==> config.mk <==
export PLATFORM = sky130hd
export DESIGN_NAME = dpb_ctrl
export DESIGN_NICKNAME = d
export VERILOG_FILES = /design/src/hdl/dpb_pkg.sv /design/src/hdl/dpb_ctrl.sv
export SDC_FILE = /design/constraint.sdc
export NUM_CORES = 1
export LEC_CHECK = 0
export BUFFER_PORTS_ARGS = -buffer_cell sky130_fd_sc_hd__buf_2
export CORE_AREA = 2 2 39 41
export CTS_CLUSTER_SIZE = 24
export DETAILED_ROUTE_END_ITERATION = 16
export DIE_AREA = 0 0 41 43
export PLACE_DENSITY_LB_ADDON = 0.1
export SLEW_MARGIN = 20
export SYNTH_ARGS = -nofsm -noshare
export SYNTH_HDL_FRONTEND = slang
export SYNTH_SLANG_ARGS = --single-unit
==> constraint.sdc <==
create_clock -name clock -period 1.27 [get_ports clock]
set_clock_uncertainty 0.15 [all_clocks]
set_input_delay 0.1905 -clock clock [delete_from_list [all_inputs] [get_ports clock]]
set_output_delay 0.1905 -clock clock [all_outputs]
set_load 0.005 [all_outputs]
==> src/hdl/dpb_pkg.sv <==
// shared types, constants and register codes of the depth back-projection block
`default_nettype none

package dpb_pkg;

   // frame geometry limits
   localparam int DEF_MAX_WIDTH  = 2048;
   localparam int DEF_MAX_HEIGHT = 2048;

   // field widths
   localparam int DEPTH_W  = 16;
   localparam int COLOR_W  = 8;
   localparam int FRAME_W  = 12;
   localparam int CENTER_W = 19;
   localparam int INV_W    = 24;
   localparam int COORD_W  = 46;
   localparam int Z_W      = 24;
   localparam int FRAC_W   = 8;

   // stream widths
   localparam int REQ_TDATA_W = 40;
   localparam int RSP_TDATA_W = 152;

   // result word layout
   localparam int RSP_X_LSB     = 0;
   localparam int RSP_Y_LSB     = 46;
   localparam int RSP_Z_LSB     = 92;
   localparam int RSP_VALID_POS = 116;
   localparam int RSP_BLUE_LSB  = 117;
   localparam int RSP_GREEN_LSB = 125;
   localparam int RSP_RED_LSB   = 133;
   localparam int RSP_ALPHA_LSB = 141;
   localparam int RSP_USED_W    = 149;

   // configuration port
   localparam int CSR_ADDR_W = 3;
   localparam int CSR_DATA_W = 24;

   localparam logic [CSR_ADDR_W-1:0] CSR_FRAME_WIDTH  = 3'd0;
   localparam logic [CSR_ADDR_W-1:0] CSR_FRAME_HEIGHT = 3'd1;
   localparam logic [CSR_ADDR_W-1:0] CSR_CENTER_X     = 3'd2;
   localparam logic [CSR_ADDR_W-1:0] CSR_CENTER_Y     = 3'd3;
   localparam logic [CSR_ADDR_W-1:0] CSR_INV_FOCAL_X  = 3'd4;
   localparam logic [CSR_ADDR_W-1:0] CSR_INV_FOCAL_Y  = 3'd5;

   // register reset values
   localparam logic [FRAME_W-1:0]  RST_FRAME_WIDTH  = 12'd1920;
   localparam logic [FRAME_W-1:0]  RST_FRAME_HEIGHT = 12'd1080;
   localparam logic [CENTER_W-1:0] RST_CENTER_X     = 19'd245632;
   localparam logic [CENTER_W-1:0] RST_CENTER_Y     = 19'd138112;
   localparam logic [INV_W-1:0]    RST_INV_FOCAL_X  = 24'd15520;
   localparam logic [INV_W-1:0]    RST_INV_FOCAL_Y  = 24'd15520;

   localparam logic [COLOR_W-1:0] ALPHA_OPAQUE = 8'd255;

   // product has 32 fraction bits, result keeps 8
   localparam int ROUND_SHIFT = 24;

   typedef enum logic [2:0] {
      ST_IDLE,
      ST_MUL_INV,
      ST_MUL_POS,
      ST_ROUND,
      ST_SEND
   } state_type;

   typedef struct packed {
      logic capture;
      logic mul_inv;
      logic mul_pos;
      logic round;
      logic load_out;
   } dp_cmd_type;

endpackage

`default_nettype wire

==> src/hdl/dpb_ctrl.sv <==
// controller state machine: sequences one pixel through the datapath
`default_nettype none

module dpb_ctrl (
   input  wire logic               clock,
   input  wire logic               reset,
   input  wire logic               req_tvalid,
   output logic                    req_tready,
   output logic                    rsp_tvalid,
   input  wire logic               rsp_tready,
   output dpb_pkg::dp_cmd_type     cmd
);
   import dpb_pkg::*;

   state_type state_ff, state_in;
   logic      rsp_tvalid_ff, rsp_tvalid_in;

   always_ff @(posedge clock) begin
      if (reset) begin
         state_ff      <= ST_IDLE;
         rsp_tvalid_ff <= 1'b0;
      end else begin
         state_ff      <= state_in;
         rsp_tvalid_ff <= rsp_tvalid_in;
      end
   end

   always_comb begin
      state_in   = state_ff;
      cmd        = '0;
      req_tready = 1'b0;
      case (state_ff)
         ST_IDLE: begin
            req_tready = 1'b1;
            if (req_tvalid) begin
               cmd.capture = 1'b1;
               state_in    = ST_MUL_INV;
            end
         end
         ST_MUL_INV: begin
            cmd.mul_inv = 1'b1;
            state_in    = ST_MUL_POS;
         end
         ST_MUL_POS: begin
            cmd.mul_pos = 1'b1;
            state_in    = ST_ROUND;
         end
         ST_ROUND: begin
            cmd.round = 1'b1;
            state_in  = ST_SEND;
         end
         ST_SEND: begin
            // output register free or being emptied this cycle
            if (!rsp_tvalid_ff || rsp_tready) begin
               cmd.load_out = 1'b1;
               state_in     = ST_IDLE;
            end
         end
         default: begin
            state_in = ST_IDLE;
         end
      endcase
   end

   always_comb begin
      if (cmd.load_out) begin
         rsp_tvalid_in = 1'b1;
      end else if (rsp_tready) begin
         rsp_tvalid_in = 1'b0;
      end else begin
         rsp_tvalid_in = rsp_tvalid_ff;
      end
   end

   assign rsp_tvalid = rsp_tvalid_ff;

endmodule

`default_nettype wire

==> results.cfg, run 1 <==
[finish]
fin_nets = 44
final_cell_mix = buf_2 (10), buf_4 (4), clkbuf_4 (3)
instances_no_fill = 54
drive_above_1_share = 0.684
final_common_cell = buf_2
syn_to_final_growth_pct = 74.5
n_antenna_cell = 0

[logic_synthesis]
netlist_instances = 21
synth_area_leader_cell = dfxtp_1
synth_nets = 25
synth-adder-area-share = 0
synth_seq_cells = 4
synth_xor_area_frac = 0.0424
synth-compound-area-share = 0.0848
synth_top_family_by_area = simple AND/OR/NAND/NOR gates
yosysTopAreaCellShare = 0.388
synth_simple_gate_area_frac = 0.412
yosysWarnings = 0
synth-seq-area-share = 0.388
syn-cell-area_um2 = 206
avgSynthCellArea_um2 = 9.83
synth.area.top_cells = dfxtp_1 (39%), buf_4 (7.3%), nor3b_1 (7.3%), o31ai_2 (6.1%), or3b_4 (5.5%)
synthDistinctLibCells = 15
muxShareOfSynthArea = 0

[power]
power_uw = 398
power.density_mw_per_mm2 = 1110
leakage_nw = 0.172
p_switching_uw = 100
swShare = 0.251
vdd_drop_max_mv = 0.294
seq_power_share = 0.354
combPwrFrac = 0.249
power.share.clock = 0.397
p_int_uw = 298

[drt]
drt_first_pass_iters = 2
drtIter0Drc = 1
routed_wl_um = 511
wl_per_cell_um = 9.46
num_vias = 215
final_antenna_net_count = 0
avgViaCountPerCell = 3.98
drc = 0

[grt]
grt_pass1_vias = 187
grt_pass1_wl_um = 745
antenna_found_initial = 0
gr-total-overflow = 0
grt_usage = 0.0693
grt_max_degree = 8

[cts]
cts_tree = yes
root_buffer = clkbuf_4
clk_pin_slew_ns = 0.04
cts_made_buffers = 3
cts.sinks = 4
ctsLongestPathBuffers = 2
cts-htree-levels = 1
clock_latency_ns = 0.23
cts_hold_buf = 0

[floorplan]
die_area_mm2 = 0.00176
num_io_pins = 11
core_area_mm2 = 0.00138
initial_core_util = 0.149
die_y_um = 43
rows = 14
die_w_um = 41

[sta]
slew_headroom = 0.860
worstMarginPinSlew_ns = 0.208
rsz0062_at_grt = true
finalCriticalPeriod_ns = 1.50
timing.fmax_mhz = 669
fin_crit_sh = 1.18
setup_ws_ns = -0.225
setup_violations = 6
tns_ns = -0.820
finalHoldViolations = 0
hold_slack_ns = 0.0529
finalMaxSlewViolations = 0

[worst_setup_path]
cp.required_ns = 0.93
max_stage_delay_ns = 0.39
critPathCaptureType = output pin
cp_max_fo = 3
criticalPathCategory = reg2out
path_cells = or3b_4, nor2b_1, buf_2
crit_path_top_delay_cell = or3b_4
critical_path.top_delay_family = simple AND/OR/NAND/NOR gates
critPathBufInv = 1
arrival_ns = 1.15
startpoint_type = register

[placement]
pre_cts_ws_ns = -0.0196
post-place-cells = 49
place_congestion = 0.607
dpl.hpwl_um = 383
io_buffers = 10

[hold_path]
hold_path_class = in2reg

[run_status]
violations = setup timing
outcome = complete, but fails checks

[run]
maxCapViolations = 0
==> cells in the mapped netlist <==
cell type,number
dfxtp_1,4
buf_4,2
nor3_1,2
nor3b_1,2
a21oi_1,1
and2_1,1
and3b_1,1
nand2b_1,1
nor2_1,1
nor2b_1,1
nor4_1,1
o31ai_2,1
or3b_4,1
or4bb_1,1
xnor2_1,1
==> stage by stage <==
stage	util	cell area (um^2)
final	0.260	360
after global placement	0.212	294
after detailed placement	0.212	294
after floorplan	-	209
after CTS	0.253	350
after global routing	0.260	360
==> state kept, by name, indices dropped and copies added (netlist names) <==
signal / flops
rsp_tvalid: 1
state_ff: 3
==> area by class of cell <==
class / count / area, um^2
well taps: 16 / 20.0
fillers: 154 / 1020
flip-flops and latches: 4 / 82.6
clock buffers: 3 / 22.5
repair buffers: 16 / 103
multi-input cells: 15 / 133
==> metal layers <==
metal	vias to the layer above	wire length [um]	track usage
li1	110	-	-
met1	101	226	0.0839
met2	4	246	0.0781
met3	0	38	0.0314
met4	0	0	0.0800
met5	-	0	0
==> what timing repair did <==
action,in CTS,in global routing
setup buffers,2,0
endpoints found under the setup margin,6,7
pin swaps,3,2
resized for setup,4,2
==> cells by family after synthesis <==
logic type / after synthesis
flip-flops: 4
AO/OA/AOI/OAI: 2
buffers and inverters: 2
XOR/XNOR: 1
AND/OR/NAND/NOR: 12
==> power by group through the flow <==
| stage | clock network [mW] | registers (mW) | logic, mW |
|---|---|---|---|
| detailed placement | 0 | 0.142 | 0.0836 |
| CTS | 0.170 | 0.140 | 0.0925 |
| global placement | 0 | 0.144 | 0.0827 |
| floorplan | 0 | 0.150 | 0.0348 |
| global route | 0.173 | 0.142 | 0.109 |
| finish | 0.158 | 0.141 | 0.0992 |
==> final timing paths <==
| kind | depth (start not counted) | start | slack [ns] | to |
|---|---|---|---|---|
| hold reg to reg | 2 | rsp_tvalid | 0.39 | state_ff[2] |
| setup reg to reg | 3 | state_ff[0] | 0 | state_ff[2] |
| setup / recovery | 3 | state_ff[0] | -0.23 | cmd[0] |
| hold / removal | 2 | reset | 0.05 | state_ff[0] |
Note: power is estimated with default switching activity, not from simulation.
==> run 2, diff against run 1 <==
- MAX_ROUTING_LAYER: not set -> met4
==> results.cfg, run 2 (synthesized netlist as in run 1, its figures left out) <==
[worst_setup_path]
path_cells = or3b_4, nor2b_1, buf_2
crit_start = state_ff[0]
cp.required_ns = 0.93
max_stage_delay_ns = 0.39
reg2reg_from = state_ff[0]
critPathCaptureType = output pin
cp_max_fo = 3
crit_path_top_delay_cell = or3b_4
startpoint_type = register
arrival_ns = 1.15
criticalPathCategory = reg2out

[sta]
timing.fmax_mhz = 669
finalMaxSlewViolations = 0
worstMarginPinSlew_ns = 0.208
tns_ns = -0.818
rsz0062_at_grt = true
setup_violations = 6
slew_headroom = 0.860
fin_crit_sh = 1.18
finalHoldViolations = 0
finalCriticalPeriod_ns = 1.50
setup_ws_ns = -0.225

[run_status]
violations = setup timing
outcome = complete, but fails checks

[drt]
drtIter0Drc = 1
avgViaCountPerCell = 4.02
routed_wl_um = 510
drt_first_pass_iters = 2
wl_per_cell_um = 9.44
drc = 0
num_vias = 217
final_antenna_net_count = 0

[cts]
cts-htree-levels = 1
root_buffer = clkbuf_4
clk_pin_slew_ns = 0.04
cts_made_buffers = 3
cts_tree = yes
cts.sinks = 4
ctsLongestPathBuffers = 2
clock_latency_ns = 0.23

[hold_path]
hold_path_class = in2reg
worstHoldStart = reset

[power]
leakage_nw = 0.172
vdd_drop_max_mv = 0.294
power.density_mw_per_mm2 = 1110

[finish]
drive_above_1_share = 0.684
regMostFlops = state_ff
fin_nets = 44
final_common_cell = buf_2
final_cell_mix = buf_2 (10), buf_4 (4), clkbuf_4 (3)
syn_to_final_growth_pct = 74.5
largest_register_ffs = 3
instances_no_fill = 54
fin_util = 0.260
n_antenna_cell = 0
final_cell_area_um2 = 360
n_fill_cell = 154

[grt]
grt_pass1_wl_um = 759
grt_pass1_vias = 182
grt_usage = 0.0711
antenna_found_initial = 0
grt_max_degree = 8
gr-total-overflow = 0

[placement]
io_buffers = 10
place_congestion = 0.611
dpl_cell_area_um2 = 294
dpl.hpwl_um = 383
pre_cts_ws_ns = -0.0196
post-place-cells = 49

[floorplan]
initial_core_util = 0.149
core_area_mm2 = 0.00138
die_w_um = 41
num_io_pins = 11
die_y_um = 43
rows = 14
die_area_mm2 = 0.00176

[run]
maxCapViolations = 0
-- run 2: cell counts in the layout (fill, tap and decap cells not counted) --
No cell type changed its count.
-- run 2: what timing repair did --
item,4_1_cts,5_1_grt
gates resized for setup,4,2
pin swaps,3,2
buffers inserted,2,0
endpoints found under the hold margin,0,0
endpoints found under the setup margin,6,7
hold buffers,0,0
-- run 2: final timing paths --
path                               endpoint  slack, ns  cells past startpoint
worst min-delay path            state_ff[0]       0.05                      2
worst min register to register  state_ff[2]       0.39                      2
worst max register to register  state_ff[2]          0                      3
worst max-delay path                 cmd[0]      -0.23                      3
-- run 2: area by class of cell --
cell class | instances | area (um^2) | share of cell area
multi-input cells | 15 | 133 | 0.368
well taps | 16 | 20.0 | 0.0556
clock buffers | 3 | 22.5 | 0.0625
repair buffers | 16 | 103 | 0.285
flip-flops and latches | 4 | 82.6 | 0.229
-- run 2: worst max-delay path: cells and delay by family, from the launching register on --
| family | cells | cell delay [ns] |
|---|---|---|
| buffers and inverters | 1 | 0.11 |
| DFF | 1 | 0.31 |
| and+or+nand+nor | 2 | 0.50 |
-- run 2: stage by stage --
stage                     total power, mW  hold slack (ns)
after floorplan                     0.185            0.110
after global routing                0.424           0.0469
after detailed placement            0.226            0.292
after global placement              0.226            0.286
final                               0.398           0.0528
after CTS                           0.403           0.0371
-- run 2: layer usage --
layer | up-vias | wire length (um) | track usage
li1 | 110 | - | -
met4 | 0 | 0 | 0.0800
met5 | - | 0 | -
met2 | 4 | 247 | 0.0781
met1 | 103 | 224 | 0.0839
met3 | 0 | 38 | 0.0314
-- run 2: where the power goes --
group | internal (mW) | total [mW] | leakage (nW) | switching (mW)
Sequential | 0.136 | 0.141 | 0.0335 | 0.00529
Clock | 0.106 | 0.158 | 0.0138 | 0.0526
Combinational | 0.0568 | 0.0989 | 0.125 | 0.0421
